===== src/hw/rtl/tpcl_pkg.sv =====
// Package for the threshold-promote cache list: sizes, codes, cell control type
// and key helpers. No dependencies; imported by tpcl_cell and the top level.
`default_nettype none

package tpcl_pkg;

  localparam int MAX_ENTRIES = 8;
  localparam int KEY_BITS    = 32;

  // Key port width is fixed by the stream payload; stored keys keep KEY_W bits.
  localparam int KEY_PORT_W = 32;
  localparam int KEY_W      = (KEY_BITS < KEY_PORT_W) ? KEY_BITS : KEY_PORT_W;

  localparam int IDX_W  = (MAX_ENTRIES > 1) ? $clog2(MAX_ENTRIES) : 1;
  localparam int USED_W = $clog2(MAX_ENTRIES + 1);
  localparam int CNT_W  = 8;
  localparam int THR_W  = 8;
  localparam int CAP_W  = 4;

  localparam logic [CNT_W-1:0] COUNT_MAX = '1;
  localparam logic [CNT_W-1:0] COUNT_ONE = CNT_W'(1);

  localparam logic [THR_W-1:0] THRESHOLD_RESET = THR_W'(5);
  localparam logic [CAP_W-1:0] CAPACITY_RESET  = CAP_W'(7);

  // Configuration register indexes.
  localparam int CFG_ADDR_W = 1;
  localparam int CFG_DATA_W = 8;
  localparam logic [CFG_ADDR_W-1:0] CFG_THRESHOLD = 1'b0;
  localparam logic [CFG_ADDR_W-1:0] CFG_CAPACITY  = 1'b1;

  // Request operation codes.
  localparam logic OP_ACCESS = 1'b0;
  localparam logic OP_CLEAR  = 1'b1;

  typedef logic [KEY_W-1:0] key_t;
  typedef logic [CNT_W-1:0] cnt_t;

  // Per-cell update command; at most one member is set for a cell.
  typedef struct packed {
    logic load;   // take the head data (cell 0 only)
    logic shift;  // take the upstream neighbor's entry
    logic bump;   // write the updated hit count in place
  } tpcl_ctl_t;

  function automatic key_t key_trim(input logic [KEY_PORT_W-1:0] k);
    return k[KEY_W-1:0];
  endfunction

  function automatic logic [KEY_PORT_W-1:0] key_widen(input key_t k);
    logic [KEY_PORT_W-1:0] r;
    r = '0;
    r[KEY_W-1:0] = k;
    return r;
  endfunction

endpackage : tpcl_pkg

`default_nettype wire


===== src/hw/rtl/tpcl_cell.sv =====
// One list position of the cache list: key and hit count registers plus the key compare.
// Depends on tpcl_pkg.
`default_nettype none

module tpcl_cell
  import tpcl_pkg::*;
(
  input  wire logic      clk,
  input  wire tpcl_ctl_t ctl,
  input  wire key_t      head_key,
  input  wire cnt_t      head_cnt,
  input  wire key_t      prev_key,
  input  wire cnt_t      prev_cnt,
  input  wire cnt_t      bump_cnt,
  input  wire key_t      search_key,
  input  wire logic      live,
  output key_t           key,
  output cnt_t           cnt,
  output logic           match
);

  key_t key_r;
  cnt_t cnt_r;

  // Payload only: liveness is tracked by the fill count upstream.
  always_ff @(posedge clk) begin
    priority if (ctl.load) begin
      key_r <= head_key;
      cnt_r <= head_cnt;
    end else if (ctl.shift) begin
      key_r <= prev_key;
      cnt_r <= prev_cnt;
    end else if (ctl.bump) begin
      cnt_r <= bump_cnt;
    end else begin
      key_r <= key_r;
      cnt_r <= cnt_r;
    end
  end

  assign key   = key_r;
  assign cnt   = cnt_r;
  assign match = live && (key_r == search_key);

endmodule : tpcl_cell

`default_nettype wire


===== src/hw/rtl/threshold_promote_cache_list.sv =====
// Threshold-promote cache list, top level: request/result streams, config registers,
// fill count and the row of tpcl_cell list positions. Depends on tpcl_pkg, tpcl_cell.
//
// Usage:
//   A request arrives on the in_ stream: in_tuser carries the operation (access or
//   clear), in_tdata the key. An access searches all live positions at once; on a
//   hit the count bumps (saturating at 255) and the entry jumps to the head once its
//   count is above promote_threshold; on a miss the key enters at the head with count
//   1 and the tail drops when the fill would pass the capacity. A clear empties the list.
//   Every request produces exactly one result on the out_ stream.
// Timing and throughput:
//   The result sits in the output register in the cycle after the request is taken.
//   One request per clock is sustained unless the receiver stalls: the compare across
//   every position and the cell row's one-step shift complete in the accepting cycle.
// Stall:
//   in_tready is high while the output register is empty or being drained, so a
//   stalled receiver holds one result and stops further requests; nothing is dropped.
// Reset (rst_n low, synchronous): list empty, no result pending, promote_threshold
//   back to 5 and capacity to 7. Config writes are taken on any cfg_we cycle, and are
//   to be done only while no request is in flight.
`default_nettype none

module threshold_promote_cache_list
  import tpcl_pkg::*;
(
  input  wire logic                  clk,
  input  wire logic                  rst_n,
  // request stream
  input  wire logic                  in_tvalid,
  output logic                       in_tready,
  input  wire logic [31:0]           in_tdata,   // [31:0] key
  input  wire logic [0:0]            in_tuser,   // [0] operation
  // result stream
  output logic                       out_tvalid,
  input  wire logic                  out_tready,
  output logic [47:0]                out_tdata,  // [0] hit, [8:1] hit_count, [9] promoted,
                                                 // [10] evicted, [42:11] evicted_key,
                                                 // [47:43] zero
  // configuration writes
  input  wire logic                  cfg_we,
  input  wire logic [CFG_ADDR_W-1:0] cfg_addr,
  input  wire logic [CFG_DATA_W-1:0] cfg_wdata
);

  // ---------------------------------------------------------------------------
  // Configuration registers
  // ---------------------------------------------------------------------------
  logic [THR_W-1:0] thr_r;
  logic [CAP_W-1:0] cap_r;

  always_ff @(posedge clk) begin
    if (!rst_n) begin
      thr_r <= THRESHOLD_RESET;
      cap_r <= CAPACITY_RESET;
    end else if (cfg_we) begin
      unique case (cfg_addr)
        CFG_THRESHOLD: thr_r <= cfg_wdata[THR_W-1:0];
        CFG_CAPACITY:  cap_r <= cfg_wdata[CAP_W-1:0];
      endcase
    end
  end

  // Clamp the capacity to 1..MAX_ENTRIES.
  logic [USED_W-1:0] cap_eff;
  always_comb begin
    int c;
    c = int'(cap_r);
    if (c < 1) c = 1;
    if (c > MAX_ENTRIES) c = MAX_ENTRIES;
    cap_eff = USED_W'(c);
  end

  // ---------------------------------------------------------------------------
  // Request handshake
  // ---------------------------------------------------------------------------
  logic out_valid_r;
  logic in_fire;
  logic op;
  key_t req_key;

  assign in_tready = !out_valid_r || out_tready;
  assign in_fire   = in_tvalid && in_tready;
  assign op        = in_tuser[0];
  assign req_key   = key_trim(in_tdata);

  // ---------------------------------------------------------------------------
  // Cell row
  // ---------------------------------------------------------------------------
  logic [USED_W-1:0]      used_r;
  logic [USED_W-1:0]      used_nxt;
  key_t                   cell_key [MAX_ENTRIES];
  cnt_t                   cell_cnt [MAX_ENTRIES];
  logic [MAX_ENTRIES-1:0] cell_match;
  tpcl_ctl_t              cell_ctl [MAX_ENTRIES];
  key_t                   head_key;
  cnt_t                   head_cnt;
  cnt_t                   cnt_new;

  for (genvar g = 0; g < MAX_ENTRIES; g++) begin : g_cell
    key_t prev_key;
    cnt_t prev_cnt;
    if (g == 0) begin : g_head
      assign prev_key = '0;
      assign prev_cnt = '0;
    end else begin : g_body
      assign prev_key = cell_key[g-1];
      assign prev_cnt = cell_cnt[g-1];
    end

    tpcl_cell u_cell (
      .clk        (clk),
      .ctl        (cell_ctl[g]),
      .head_key   (head_key),
      .head_cnt   (head_cnt),
      .prev_key   (prev_key),
      .prev_cnt   (prev_cnt),
      .bump_cnt   (cnt_new),
      .search_key (req_key),
      .live       (USED_W'(g) < used_r),
      .key        (cell_key[g]),
      .cnt        (cell_cnt[g]),
      .match      (cell_match[g])
    );
  end

  // ---------------------------------------------------------------------------
  // Lookup and update decision
  // ---------------------------------------------------------------------------
  logic                   found;
  logic [MAX_ENTRIES-1:0] first_hit;   // one-hot first match
  logic [MAX_ENTRIES-1:0] at_or_above; // positions 0..hit position
  logic [IDX_W-1:0]       hit_pos;
  cnt_t                   cnt_sel;
  logic                   promote;
  logic                   full;
  logic [USED_W-1:0]      fill_new;
  key_t                   tail_key;
  logic                   do_access;

  // Priority search over independent match bits.
  always_comb begin
    found       = 1'b0;
    first_hit   = '0;
    at_or_above = '0;
    hit_pos     = '0;
    for (int i = 0; i < MAX_ENTRIES; i++) begin
      if (!found) begin
        at_or_above[i] = 1'b1;
        if (cell_match[i]) begin
          found        = 1'b1;
          first_hit[i] = 1'b1;
          hit_pos      = IDX_W'(i);
        end
      end
    end
  end

  // AND-OR select of the hit count and the tail key.
  always_comb begin
    cnt_sel  = '0;
    tail_key = '0;
    for (int i = 0; i < MAX_ENTRIES; i++) begin
      cnt_sel |= first_hit[i] ? cell_cnt[i] : '0;
      tail_key |= (USED_W'(i) == used_r - USED_W'(1)) ? cell_key[i] : '0;
    end
  end

  assign cnt_new   = (cnt_sel == COUNT_MAX) ? cnt_sel : cnt_sel + COUNT_ONE;
  assign promote   = found && (cnt_new > thr_r) && (hit_pos != '0);
  assign full      = (used_r >= cap_eff);
  assign fill_new  = full ? cap_eff : used_r + USED_W'(1);
  assign do_access = in_fire && (op == OP_ACCESS);

  // Head data: a promoted entry keeps its key with the new count, a miss enters fresh.
  assign head_key = req_key;
  assign head_cnt = promote ? cnt_new : COUNT_ONE;

  always_comb begin
    for (int i = 0; i < MAX_ENTRIES; i++) begin
      cell_ctl[i] = '0;
      if (do_access) begin
        if (!found) begin
          // Miss: shift survivors down, drop anything past the new fill.
          cell_ctl[i].load  = (i == 0);
          cell_ctl[i].shift = (i != 0) && (USED_W'(i) < fill_new);
        end else if (promote) begin
          // Promote: rotate positions 0..hit position by one.
          cell_ctl[i].load  = (i == 0);
          cell_ctl[i].shift = (i != 0) && at_or_above[i];
        end else begin
          cell_ctl[i].bump  = first_hit[i];
        end
      end
    end
  end

  // Fill count
  always_comb begin
    used_nxt = used_r;
    if (in_fire) begin
      if (op == OP_CLEAR) begin
        used_nxt = '0;
      end else if (!found) begin
        used_nxt = fill_new;
      end
    end
  end

  always_ff @(posedge clk) begin
    if (!rst_n) begin
      used_r <= '0;
    end else begin
      used_r <= used_nxt;
    end
  end

  // ---------------------------------------------------------------------------
  // Output register
  // ---------------------------------------------------------------------------
  logic                  hit_r;
  cnt_t                  hit_count_r;
  logic                  promoted_r;
  logic                  evicted_r;
  logic [KEY_PORT_W-1:0] evicted_key_r;

  always_ff @(posedge clk) begin
    if (!rst_n) begin
      out_valid_r <= 1'b0;
    end else if (in_fire) begin
      out_valid_r <= 1'b1;
    end else if (out_tready) begin
      out_valid_r <= 1'b0;
    end
  end

  // Result payload: hold while the receiver stalls, refresh on each request.
  always_ff @(posedge clk) begin
    if (in_fire) begin
      if (op == OP_CLEAR) begin
        hit_r         <= 1'b0;
        hit_count_r   <= '0;
        promoted_r    <= 1'b0;
        evicted_r     <= 1'b0;
        evicted_key_r <= '0;
      end else begin
        hit_r         <= found;
        hit_count_r   <= found ? cnt_new : COUNT_ONE;
        promoted_r    <= promote;
        evicted_r     <= !found && full;
        evicted_key_r <= (!found && full) ? key_widen(tail_key) : '0;
      end
    end
  end

  assign out_tvalid = out_valid_r;
  assign out_tdata  = {5'b0, evicted_key_r, evicted_r, promoted_r, hit_count_r, hit_r};

  // ---------------------------------------------------------------------------
  // Assertions
  // ---------------------------------------------------------------------------
  a_fill_bound: assert property (@(posedge clk) disable iff (!rst_n)
    used_r <= USED_W'(MAX_ENTRIES))
    else $error("fill count above list depth");

  a_clear_empties: assert property (@(posedge clk) disable iff (!rst_n)
    (in_fire && op == OP_CLEAR) |=> (used_r == '0))
    else $error("clear did not empty the list");

  a_miss_fills: assert property (@(posedge clk) disable iff (!rst_n)
    (do_access && !found) |=> (used_r != '0) && (cell_key[0] == $past(req_key)))
    else $error("missed key not at head");

  a_result_flags: assert property (@(posedge clk) disable iff (!rst_n)
    out_valid_r |-> !(promoted_r && !hit_r) && !(evicted_r && hit_r))
    else $error("inconsistent result flags");

endmodule : threshold_promote_cache_list

`default_nettype wire

===== config.mk =====
export PLATFORM = sky130hd
export DESIGN_NAME = threshold_promote_cache_list
export DESIGN_NICKNAME = d
export VERILOG_FILES = /design/src/hw/rtl/tpcl_pkg.sv /design/src/hw/rtl/tpcl_cell.sv /design/src/hw/rtl/threshold_promote_cache_list.sv
export SDC_FILE = /design/constraint.sdc
export NUM_CORES = 1
export LEC_CHECK = 0
export BUFFER_PORTS_ARGS = -buffer_cell sky130_fd_sc_hd__buf_2
export CAP_MARGIN = 20
export CORE_MARGIN = 2
export CORE_UTILIZATION = 28
export DETAILED_ROUTE_END_ITERATION = 8
export GPL_TIMING_DRIVEN = 0
export PLACE_DENSITY = 0.43
export SLEW_MARGIN = 20
export SYNTH_ARGS = -nofsm -noshare
export SYNTH_HDL_FRONTEND = slang
export SYNTH_SLANG_ARGS = --single-unit

===== constraint.sdc =====
create_clock -name clk -period 23.7 [get_ports clk]
set_clock_uncertainty 0.2 [all_clocks]
set_input_delay 4.74 -clock clk [delete_from_list [all_inputs] [get_ports clk]]
set_output_delay 4.74 -clock clk [all_outputs]
set_load 0.005 [all_outputs]

== After elaboration in Yosys (flattened, before gate mapping) ==
Index checks and enable logic that the tools add are counted.

* Flip-flop bits (word level): 380
* Input bits: 47
* Word-level logic and storage cells: 272

* Add/sub/neg operators: 3
* Magnitude comparators: 19
* Equal/unequal tests: 17
* Multiplexer cells: 149
* Bitwise operators: 18
* Reduce and logical (&&, ||, !) cells: 40

{| class="wikitable"
|+ Operator list
! cell !! number
|-
| $mux W32 || 24
|-
| $mux W8 || 34
|-
| $eq A32 B32 Y1 || 8
|-
| $or A32 B32 Y32 || 7
|-
| $mux W3 || 20
|-
| $mux W1 || 57
|-
| $or A8 B8 Y8 || 7
|-
| $gt A32 B5 Y1 const B || 1
|-
| $lt A3 B4 Y1 const A || 8
|-
| $reduce_bool A3 Y1 || 9
|-
| $mux W4 || 5
|-
| $mux W2 || 9
|-
| $reduce_bool A2 Y1 || 9
|-
| $eq A3 B4 Y1 const A || 4
|-
| $lt A2 B4 Y1 const A || 4
|-
| $logic_and A1 B1 Y1 || 13
|-
| $lt A1 B4 Y1 const A || 3
|-
| $add A8 B1 Y8 const B || 1
|-
| $eq A2 B4 Y1 const A || 2
|-
| $eq A8 B8 Y1 const B || 1
|-
| $gt A8 B8 Y1 || 1
|-
| $reduce_and A2 Y1 || 3
|-
| $add A4 B1 Y4 const B || 1
|-
| $eq A1 B4 Y1 const A || 1
|-
| other kinds (9) || 14
|}

== Logic depth before layout (Yosys ltp) ==
Gate-level depths: netlist (run 1).

* Word-level depth: 24
* Depth in mapped cells: 29
* Mapped depth without buffers: 25

== Cells and area by module ==
From an unflattened synthesis (run 1), not the netlist that was laid out.

* Cells, all modules: 1808
* Area, all modules: 22241.3 um^2

{| class="wikitable"
|+ By module, submodules not included
! module !! instances !! cells an instance !! area each (um^2) !! sequential area each (um^2)
|-
| tpcl_cell || 8 || 149 || 2112.0 || 1201.2
|-
| threshold_promote_cache_list || 1 || 616 || 5345.1 || 1631.6
|}

== Worst setup path after synthesis (run 1) ==
OpenSTA, ideal clock, no wires.

* Path type: input port to flip-flop
* From: input in_tdata[24]
* To: register g_cell[6].u_cell.cnt_r[1] (data pin)
* Data arrival time: 11.230 ns
* Path slack: 12.010 ns
* Stages: 26
* Path buffers: 3
* Path through: buf_2 -> xor2_1 -> nor4_1 -> nand4_1 -> nor3_1 -> buf_2 -> mux2i_1 -> o2111ai_1 -> nand2_1 -> ha_1 -> inv_1 -> a21o_1 -> or4b_1 -> buf_2 -> mux2_4 -> ha_1 -> nor2b_1 -> o21a_1 -> o21a_1 -> o21ai_0 -> a21oi_1 -> o211ai_1 -> mux2i_1 -> a32oi_1 -> nor2_1 -> mux2_2

{| class="wikitable"
|+ RTL lines
! element !! RTL line !! RTL
|-
| from (decl) || threshold_promote_cache_list.sv:31 || <nowiki>input wire logic [31:0] in_tdata,</nowiki>
|-
| to (signal assigned) || tpcl_cell.sv:29 || <nowiki>cnt_r <= head_cnt;</nowiki>
|-
| to (signal assigned) || tpcl_cell.sv:32 || <nowiki>cnt_r <= prev_cnt;</nowiki>
|-
| to (signal assigned) || tpcl_cell.sv:34 || <nowiki>cnt_r <= bump_cnt;</nowiki>
|-
| to (decl) || tpcl_cell.sv:23 || <nowiki>cnt_t cnt_r;</nowiki>
|}

==> results of run 1 <==
critical path, delay by kind of cell:
kind                       cells  cell delay (ns)
AOI/OAI and AO/OA              8             1.52
buffers and inverters          7             2.07
adders and majority gates      2             0.54
and+or+nand+nor                8             2.80
xor gates and xnor gates       1             0.41
muxes                          1             0.41
cell families (layout without fill, tap and decap cells):
logic type / count (synthesis) / in the layout
AOI/OAI and AO/OA: 247 / 247
xor gates and xnor gates: 261 / 261
adders and majority gates: 19 / 19
buffers and inverters: 149 / 297
DFF: 380 / 380
muxes: 76 / 76
other: 1 / 5
and+or+nand+nor: 290 / 290
cell type report:
class                           count  area (µm²)
Tap cell                          873        1090
Timing Repair Buffer               67         459
Clock buffer                       58        1180
Multi-Input combinational cell    898        7030
Inverter                           55         216
Buffer                             94         567
Clock inverter                     23         194
Sequential cell                   380       11200
Fill cell                        6697       45200
worst min path at each step:
| stage | start | endpoint | slack [ns] | depth (start not counted) |
|---|---|---|---|---|
| 2_1_floorplan | cap_r[0] | cap_r[0] | 0.24 | 2 |
| 6_report | thr_r[7] | thr_r[7] | 0.26 | 2 |
| 3_5_place_dp | cap_r[0] | cap_r[0] | 0.26 | 2 |
| 3_3_place_gp | thr_r[3] | thr_r[3] | 0.26 | 2 |
| 4_1_cts | thr_r[7] | thr_r[7] | 0.27 | 2 |
| 5_1_grt | thr_r[5] | thr_r[5] | 0.30 | 2 |
metal layers:
| layer | part of all wire, % | routed length [µm] |
|---|---|---|
| met5 | 0.043 | 32 |
| met4 | 4.2 | 3110 |
| met3 | 8.1 | 6000 |
| met2 | 46 | 34300 |
| met1 | 41 | 30400 |
cell usage in the layout, fill, tap and decap left out, drive strengths merged, types with 10 or more instances in the layout:
cell type,instances
dfxtp,17
mux2i,27
inv,54
ha,19
a221oi,32
nand3,21
nand2,45
xor2,57
nor4,20
a22o,33
a31oi,34
nor3,16
and2,53
a21oi,15
a22oi,65
mux2,49
clkinv,21
nor2,21
nand4,70
xnor2,204
buf,120
edfxtp,363
or2,12
and3,10
clkbuf,99
o21ai,12
registers in the layout, summed over array words and instances, names as in the netlist:
| register | flops |
|---|---|
| used_r | 4 |
| g_cell.u_cell.key | 256 |
| cap_r | 4 |
| evicted_r | 1 |
| g_cell.u_cell.cnt | 64 |
| evicted_key_r | 32 |
| out_tvalid | 1 |
| promoted_r | 1 |
| hit_r | 1 |
| hit_count_r | 8 |
| thr_r | 8 |
power groups by stage:
stage	Sequential [µW]	Clock, µW	Combinational, µW
floorplan	777	0	74.5
global placement	782	0	128
detailed placement	781	0	130
CTS	767	686	130
global route	769	712	137
finish	767	677	130
through the flow:
step	setup slack, ns	hold WS [ns]
floorplan	12.01	0.235
global placement	7.59	0.258
detailed placement	10.69	0.258
CTS	11.29	0.270
global route	10.83	0.297
finish	11.14	0.263
==> results.md, run 1 <==
- Status: complete, no violations
- CP max FO: 32
- Final Util: 32.7%
- GR Util All Layers: 20.9%
- Synth Area in Adders: 1.25%
- Compound-Gate Fraction of Synth Area: 10.1%
- Setup slack, reg-to-reg: 14.98 ns
- Clk Latency, worst-skew pair: 0.61 ns
- Simple-gate area share of the yosys netlist: 8.91%
- Met3 usage: 4.84%
- Primary FF master, synth: edfxtp_1
- Sequential-to-total area share from yosys stat: 59.3%
- Cell taking the most area after synthesis: edfxtp_1
- Crit path largest cell delay: 0.88 ns
- Layout cell share with drive strength beyond 1: 17.2%
- Count leader, synth: edfxtp_1
- # IOs: 97
- Nets@finish: 1607
- Vias per cell: 5.31
- CP Class: in -> reg
- Worst r2r src: g_cell[0].u_cell.key[5]
- Number of setup buffers added after CTS: 0
- Inst Count DP: 2367
- Setup crit start: in_tdata[5]
- Hold/Removal Path Class: reg -> reg
- Tot Pwr: 1570 µW
- Port bufs: 58
- Die Y: 264 µm
- Synth Cell Area: 0.0190 mm²
- Unique masters post-synth: 70
- TritonRoute pass-1 iters: 6
- DRC: 0
- Data arrival, critical path: 12.57 ns
- CP Capture Type: flop
- Final Setup Violations: 0
- Crit path time final: 12.56 ns
- Area contributors post-synth: edfxtp_1 (57%), xnor2_1 (9.4%), mux2_2 (2.8%), xor2_1 (2.6%), a22oi_1 (2.6%)
- Design area: 0.0220 mm²
- Yosys reg bits: 380
- Reg2reg path depth: 26
- Unrepaired setup endpoints after global routing: no
- Post-Syn Area per Cell: 13.3 µm²
- TritonCTS clock tree: yes
- Synth cell count leaders: edfxtp_1 (363), xnor2_1 (203), nand4_1 (69), a22oi_1 (65), xor2_1 (57)
- Global-route wire length before repair: 103000 µm
- Xor/xnor cell area share of the yosys netlist: 12.1%
- H-tree levels: 2
- Max VDD drop: 0.0408 mV
- Placer Congestion: 0.912
- Clock power frac: 43.0%
- DRT iter0 DRCs: 1265
- Setup TNS Final: 0 ns
- Gate Count Post-Synth: 1423
- Clock Path Buffers: 3
- LEAKAGE: 0.00724 µW
- # hold bufs at CTS: 0
- Die X: 264 µm
- RR Endpoint: g_cell[4].u_cell.key[8]
- Slew Viols, Final: 0
- Sw frac: 25.5%
- Antenna cell count: 0
- GR met2 Demand/Resource: 33.5%
- Relative slew slack: 18.6%
- Top cell by count, worst path: buf_2
- Worst-Margin Slew: 1.22 ns
- # resized after CTS: 0
- Final WL: 73900 µm
- M1 GR Usage: 27.2%
- Grt ovf: 0
- Core ar.: 0.0672 mm²
- Die area: 0.0699 mm²
- Initial Utilization: 28.2%
- Total CTS buffers: 45
- Clk root buf: clkbuf_16
- Largest net degree at the start of global routing: 42
- Post-synth ARST share: 0%
- Cell-internal power: 1170 µW
- CP required: 23.71 ns
- Non-Filler Instances: 2448
- Fin crit share: 53.0%
- CP max stage cell: nor4_1
- Post-synth EDFFs: 363
- MaxCap Viol Count: 0
- Cell Area, Placed: 0.0206 mm²
- CP Launch Type: input pin
- Number of global-route vias before repair: 13000
- Mux cell area share after synthesis: 4.35%
- HPWL Detailed: 52400 µm
- Largest family of logic cells by synthesized area: XOR/XNOR gates
- Fmax: 79.6 MHz
- Synth Warn #: 0
- Part of the power in registers: 48.7%
- # rows: 95
- GRT busiest layer: met2
- Clock sinks: 380
- Final Hold Fails: 0
- Initial antenna violation count: 6
- Vias post-DR: 13000
- Synth top area share: 57.5%
- Worst Setup EP: g_cell[4].u_cell.key[8]
- Net switching power: 401 µW
- Clock-pin transition on the worst setup and hold timing paths: 0.06 ns
- ANT nets after route: 0
- Logic pwr share: 8.2%
- Power Density: 71.6 mW/mm²
- Routed WL per cell: 30.2 µm
- Area Growth Syn to Fin: 15.9%
Power figures use the tool's default switching activity.
==> inputs of run 2 (changes only) <==
--- a/config.mk
+++ b/config.mk
@@ -5,13 +5,14 @@
 export SDC_FILE = /design/constraint.sdc
 export NUM_CORES = 1
 export LEC_CHECK = 0
+export ABC_AREA = 1
 export BUFFER_PORTS_ARGS = -buffer_cell sky130_fd_sc_hd__buf_2
 export CAP_MARGIN = 20
 export CORE_MARGIN = 2
 export CORE_UTILIZATION = 28
 export DETAILED_ROUTE_END_ITERATION = 8
 export GPL_TIMING_DRIVEN = 0
-export PLACE_DENSITY = 0.43
+export PLACE_DENSITY = 0.44
 export SLEW_MARGIN = 20
 export SYNTH_ARGS = -nofsm -noshare
 export SYNTH_HDL_FRONTEND = slang
==> constraint.sdc (replaced) <==
create_clock -name clk -period 10.8 [get_ports clk]
set_clock_uncertainty 0.2 [all_clocks]
set_input_delay 2.16 -clock clk [delete_from_list [all_inputs] [get_ports clk]]
set_output_delay 2.16 -clock clk [all_outputs]
set_load 0.005 [all_outputs]
==> run 2 against run 1 <==
  * First-iteration DRC count increased by 110%
  * Global-route usage increased by 7.1 points
  * Critical path depth increased by 6
  * Count of clock-buffer cells in the layout increased by 6
  * Worst setup slack got worse by 10 ns
  * Via count increased by 63%
  * Core utilization decreased by 0.080 points
  * Final area increased by 22%
  * Sequential power increased by 130%
==> results.md, run 2 <==
- Status: complete, no violations
- Register area: 0.0112 mm² (unchanged)
- Max VDD drop: 0.123 mV (+200%)
- Commonest non-fill, non-tap cell in the layout: nand2_1
- CP Capture Type: flop
- CP Launch Type: input pin
- Setup crit start: in_tdata[16]
- TritonCTS clock tree: yes
- Die area: 0.0856 mm² (+23%)
- Bufs and invs on worst path: 7 (unchanged)
- Power Density: 150 mW/mm² (+110%)
- GR Util All Layers: 28.0% (+7.1 points)
- Area Growth Syn to Fin: 15.1%
- Port bufs: 64 (+10%)
- MaxCap Viol Count: 0 (unchanged)
- Area contributors post-synth: edfxtp_1 (47%), nand2_1 (12%), nor2_1 (5.4%), inv_1 (4.3%), nand3_1 (4.0%)
- CP Class: in -> reg
- Worst r2r src: g_cell[4].u_cell.key[16]
- Final Setup Violations: 0 (unchanged)
- Data arrival, critical path: 9.74 ns (-2.83 ns)
- Clk root buf: clkbuf_16
- Post-Syn Area per Cell: 8.45 µm² (-37%)
- Largest delay share family, worst path: simple AND/OR/NAND/NOR gates
- Met3 usage: 5.93% (+1.1 points)
- Die X: 293 µm (+11%)
- HPWL Detailed: 100000 µm (+91%)
- LEAKAGE: 0.0108 µW (+49%)
- Number of global-route vias before repair: 20100 (+55%)
- Relative slew slack: 23.7% (+5.2 points)
- Fillers: 8672 (+29%)
- CP required: 10.88 ns (-12.83 ns)
- GR met2 Demand/Resource: 41.4% (+7.9 points)
- Synth Cell Area: 0.0233 mm² (+23%)
- Slew Viols, Final: 0 (unchanged)
- TritonRoute pass-1 iters: 6 (unchanged)
- Fmax: 104 MHz
- Gate Count Post-Synth: 2761 (+94%)
- Yosys reg bits: 380 (unchanged)
- Initial antenna violation count: 4 (-2)
- Design area: 0.0269 mm² (+22%)
- # hold bufs at CTS: 0 (unchanged)
- Tot Pwr: 4020 µW (+160%)
- Setup WS pre-CTS: 0.626 ns (-10.06 ns)
- Initial Utilization: 28.4% (+0.12 points)
- H-tree levels: 2 (unchanged)
- Clock Path Buffers: 3 (unchanged)
- CP max FO: 20 (-38%)
- Clock-pin transition on the worst setup and hold timing paths: 0.06 ns (about the same)
- Fin crit share: 89.4%
- Grt ovf: 0 (unchanged)
- Crit path largest cell delay: 0.84 ns (-0.04 ns)
- Multi-input gate area: 0.0103 mm² (+46%)
- Worst-Margin Slew: 1.14 ns (-0.0777 ns)
- DRT iter0 DRCs: 2660 (+110%)
- # resized after CTS: 0 (unchanged)
- Routed WL per cell: 30.5 µm (+1.1%)
- Fin Hold WS: 0.265 ns (+0.00186 ns)
- Count leader, synth: nand2_1
- Synth top area share: 46.7% (-11 points)
- Fin worst setup slack: 1.14 ns (-10.00 ns)
- Vias post-DR: 21200 (+63%)
- Number of setup buffers added after CTS: 0 (unchanged)
- Sequential-to-total area share from yosys stat: 48.2% (-11 points)
- Crit path time final: 9.66 ns
- Core ar.: 0.0822 mm² (+22%)
- ANT nets after route: 0 (unchanged)
- Final WL: 122000 µm (+65%)
- Layout cell share with drive strength beyond 1: 12.7% (-4.5 points)
- Total CTS buffers: 50 (+11%)
- # rows: 105 (+11%)
- Final Hold Fails: 0 (unchanged)
- M1 GR Usage: 41.2% (+14 points)
- Final Util: 32.7% (-0.080 points)
- Worst hold start: thr_r[6]
- Clk Latency, worst-skew pair: 0.61 ns (about the same)
- Vias per cell: 5.31 (-0.17%)
- Unique masters post-synth: 66 (-5.7%)
- Cell Area, Placed: 0.0251 mm² (+22%)
- Primary FF master, synth: edfxtp_1
- Unrepaired setup endpoints after global routing: no
- Post-synth EDFFs: 363 (unchanged)
- Placer Congestion: 0.985 (+8.0%)
- Post-synth ARST share: 0% (unchanged)
- Cell taking the most area after synthesis: edfxtp_1
- Most frequent cells in the layout: nand2_1 (776), edfxtp_1 (363), nor2_1 (336), inv_1 (261), nand3_1 (185)
- Hold/Removal Path Class: reg -> reg
- Largest net degree at the start of global routing: 42 (unchanged)
- Die Y: 293 µm (+11%)
- DRC: 0 (unchanged)
- Nets@finish: 2953 (+84%)
- Clock sinks: 380 (unchanged)
- Max reg flops: 256 (unchanged)
- CP max stage cell: nor2_1
- # IOs: 97 (unchanged)
- Global-route wire length before repair: 165000 µm (+61%)
- Synth Warn #: 0 (unchanged)
- Top cell by count, worst path: nor2_1
- GRT busiest layer: met2
- Synth cell count leaders: nand2_1 (776), edfxtp_1 (363), nor2_1 (337), inv_1 (266), nand3_1 (185)
[run 2: changes by cell type after synthesis, sizes merged, moves of 22 or more]
cell   previous run  this run
a21oi            15        40
a22o             33         0
mux2i            27         0
nand3            21       209
inv              54       297
nor3             16        48
nand2            45       800
a22oi            65        43
o21ai            12        76
nor2             21       378
mux2             49         0
and2             53         8
xnor2           204        70
[run 2: where the power goes]
part / internal, µW / switching (µW)
combinational: 125 / 360
clock: 1080 / 722
sequential: 1680 / 60.3
[run 2: cells by family after synthesis]
group | after synthesis | share of synthesized area, %
other cells | 1 | 0.0161
simple gates | 1593 | 31.1
xor+xnor | 120 | 4.54
flops | 380 | 48.2
fa+ha+maj | 19 | 1.02
buf+inv | 392 | 7.84
compound gates | 256 | 7.30
[run 2: metal layers]
layer | routed length [µm] | share of wire, %
met2 | 51800 | 42
met5 | 13 | 0.011
met4 | 3020 | 2.5
met1 | 56300 | 46
met3 | 10900 | 9.0
[run 2: metrics by stage]
step	TNS (ns)	cells
after floorplan	0	2765
after global placement	-61.62	3899
after detailed placement	0	3904
after CTS	0	3997
after global routing	0	3998
final	0	4000
[run 2: cell type report]
type                       count  area share (%)
timing repair buffer          70            1.62
inverter                     302            4.31
multi-input combinational   1993            38.3
antenna                        2          0.0186
clock buffer                  64            5.09
tap                         1070            4.99
sequential                   380            41.9
clock inverter                29            1.28
buffer                        90            2.51
[run 2: worst min-delay path: cells and delay by family (launching register included)]
kind,cells,cell delay (ns)
DFF,1,0.29
AOI/OAI and AO/OA,1,0.06
buffers and inverters,1,0.07
[run 2: worst paths after layout]
path                                    to  slack [ns]  cells after the start
hold reg to reg                   thr_r[6]        0.27                      2
hold / removal                    thr_r[6]        0.27                      2
setup / recovery  g_cell[2].u_cell.key[19]        1.14                     33
setup reg to reg  g_cell[2].u_cell.key[19]        2.47                     32
==> inputs of run 3 (changes only) <==
--- a/config.mk
+++ b/config.mk
@@ -8,7 +8,6 @@
 export ABC_AREA = 1
 export BUFFER_PORTS_ARGS = -buffer_cell sky130_fd_sc_hd__buf_2
 export CAP_MARGIN = 20
-export CORE_MARGIN = 2
 export CORE_UTILIZATION = 28
 export DETAILED_ROUTE_END_ITERATION = 8
 export GPL_TIMING_DRIVEN = 0
==> run 3 against run 2 <==
  * Global-route usage down 0.56 points
  * Core utilization about the same
  * Count of clock-buffer cells in the layout down 5
  * Sequential share of layout area about the same
  * Wire length down 2.9%
  * Critical endpoint is now g_cell[2].u_cell.key[9]
  * Largest power group unchanged
==> results.md, run 3 (synthesis results as in run 2) <==
- Status: complete, no violations
- Antenna cell count: 0 (-2)
- Slew Viols, Final: 0 (unchanged)
- CP Class: in -> reg
- Max reg flops: 256 (unchanged)
- # resized after CTS: 0 (unchanged)
- DR WL met2: 51500 µm (-0.60%)
- Design area: 0.0268 mm² (about the same)
- Initial Utilization: 28.4% (unchanged)
- CP max stage cell: xnor2_1
- Routed WL per cell: 29.7 µm (-2.8%)
- CP required: 10.82 ns (-0.06 ns)
- Fillers: 8676 (+0.046%)
- Placer Congestion: 0.977 (-0.82%)
- Number of setup buffers added after CTS: 0 (unchanged)
- Fin Hold WS: 0.274 ns (+0.00889 ns)
- Final WL: 119000 µm (-2.9%)
- Top cell by count, worst path: nor2_1
- CP max FO: 32 (+60%)
- Setup TNS Final: 0 ns (unchanged)
- Data arrival, critical path: 9.27 ns (-0.47 ns)
- TritonCTS clock tree: yes
- Register area: 0.0112 mm² (unchanged)
- Final Hold Fails: 0 (unchanged)
- Die area: 0.0845 mm² (-1.4%)
- HPWL Detailed: 95500 µm (-4.5%)
- Max VDD drop: 0.108 mV (-12%)
- # IOs: 97 (unchanged)
- DRC: 0 (unchanged)
- TritonRoute pass-1 iters: 6 (unchanged)
- Area Growth Syn to Fin: 15.1% (about the same)
- Total CTS buffers: 50 (unchanged)
- Crit path time final: 9.25 ns (-0.414 ns)
- Grt ovf: 0 (unchanged)
- Worst-Margin Slew: 1.23 ns (+0.0836 ns)
- Fin crit share: 85.6% (-3.8 points)
- Die X: 291 µm (-0.68%)
- Crit path largest cell delay: 0.86 ns (+0.02 ns)
- Multi-input gate area: 0.0103 mm² (about the same)
- # rows: 105 (unchanged)
- Clk Latency, worst-skew pair: 0.61 ns (about the same)
- Initial antenna violation count: 3 (-1)
- Highest Signal Layer: met4
- Layout cell share with drive strength beyond 1: 13.0% (+0.28 points)
- Unrepaired setup endpoints after global routing: no
- Cell Area, Placed: 0.0251 mm² (about the same)
- GR Util All Layers: 27.4% (-0.56 points)
- Clk root buf: clkbuf_16
- CP Launch Type: input pin
- Global-route wire length before repair: 161000 µm (-2.3%)
- H-tree levels: 2 (unchanged)
- Port bufs: 64 (unchanged)
- MaxCap Viol Count: 0 (unchanged)
- Nets@finish: 2951 (-0.068%)
- LEAKAGE: 0.0108 µW (about the same)
- Most frequent cells in the layout: nand2_1 (776), edfxtp_1 (363), nor2_1 (335), inv_1 (261), nand3_1 (185)
- Power Density: 150 mW/mm² (about the same)
- Core ar.: 0.0822 mm² (unchanged)
- Number of global-route vias before repair: 20000 (-0.44%)
- Commonest non-fill, non-tap cell in the layout: nand2_1
- CP Capture Type: flop
- Clock sinks: 380 (unchanged)
- Vias per cell: 5.32 (+0.18%)
- Clock Path Buffers: 3 (unchanged)
- DRT iter0 DRCs: 2470 (-7.1%)
- Clock-pin transition on the worst setup and hold timing paths: 0.06 ns (about the same)
- Vias post-DR: 21200 (+0.11%)
- Routed length on met3: 10600 µm (-3.3%)
- Largest net degree at the start of global routing: 42 (unchanged)
- Die Y: 291 µm (-0.68%)
- Met1 wire length: 53300 µm (-5.3%)
- Hold/Removal Path Class: reg -> reg
- ANT nets after route: 0 (unchanged)
- Relative slew slack: 18.2% (-5.6 points)
- # hold bufs at CTS: 0 (unchanged)
- Fmax: 108 MHz (+4.5%)
- Final Setup Violations: 0 (unchanged)
run 3: power by group:
part	internal, µW	total, µW	switching, µW
sequential	1680	1730	55.3
combinational	123	488	365
clock	1060	1800	740
total	2860	4020	1160
run 3: worst paths after layout:
check                          start  slack (ns)  cells past startpoint                      end
max                      in_tdata[4]        1.55                     36  g_cell[2].u_cell.key[9]
min                         thr_r[5]        0.27                      2                 thr_r[5]
max reg2reg  g_cell[3].u_cell.key[4]        2.85                     35  g_cell[2].u_cell.key[9]
min reg2reg                 thr_r[5]        0.27                      2                 thr_r[5]
run 3: worst max-delay path, delay by kind of cell:
| family | cells | cell delay (ns) |
|---|---|---|
| AND/OR/NAND/NOR | 22 | 3.25 |
| adder cells (fa/ha/maj) | 2 | 0.45 |
| AO/OA/AOI/OAI | 3 | 0.57 |
| XOR/XNOR | 2 | 1.40 |
| buffers and inverters | 7 | 1.30 |
run 3: cell type report:
cell class / instances / area share, %
buffer: 90 / 2.53
clock buffer: 59 / 5.02
clock inverter: 35 / 1.40
inverter: 302 / 4.34
multi-input combinational: 1993 / 38.3
sequential: 380 / 41.9
tap: 1070 / 4.99
timing repair buffer: 68 / 1.51
run 3: per-layer routing:
metal / vias up / track usage [%]
met3: 137 / 5.41
li1: 9551 / -
met2: 1103 / 41.7
met5: - / 0
met4: 0 / 7.63
met1: 10500 / 39.3
run 3: metrics by stage:
stage / worst slack [ns] / std cells / utilization [%] / total power, µW
after floorplan: 3.49 / 2765 / - / 2010
after global placement: -0.135 / 3899 / 30.4 / 2230
after detailed placement: 1.15 / 3902 / 30.5 / 2240
after CTS: 1.77 / 3996 / 32.6 / 4020
after global routing: 1.23 / 3997 / 32.6 / 4110
final: 1.55 / 3997 / 32.6 / 4020
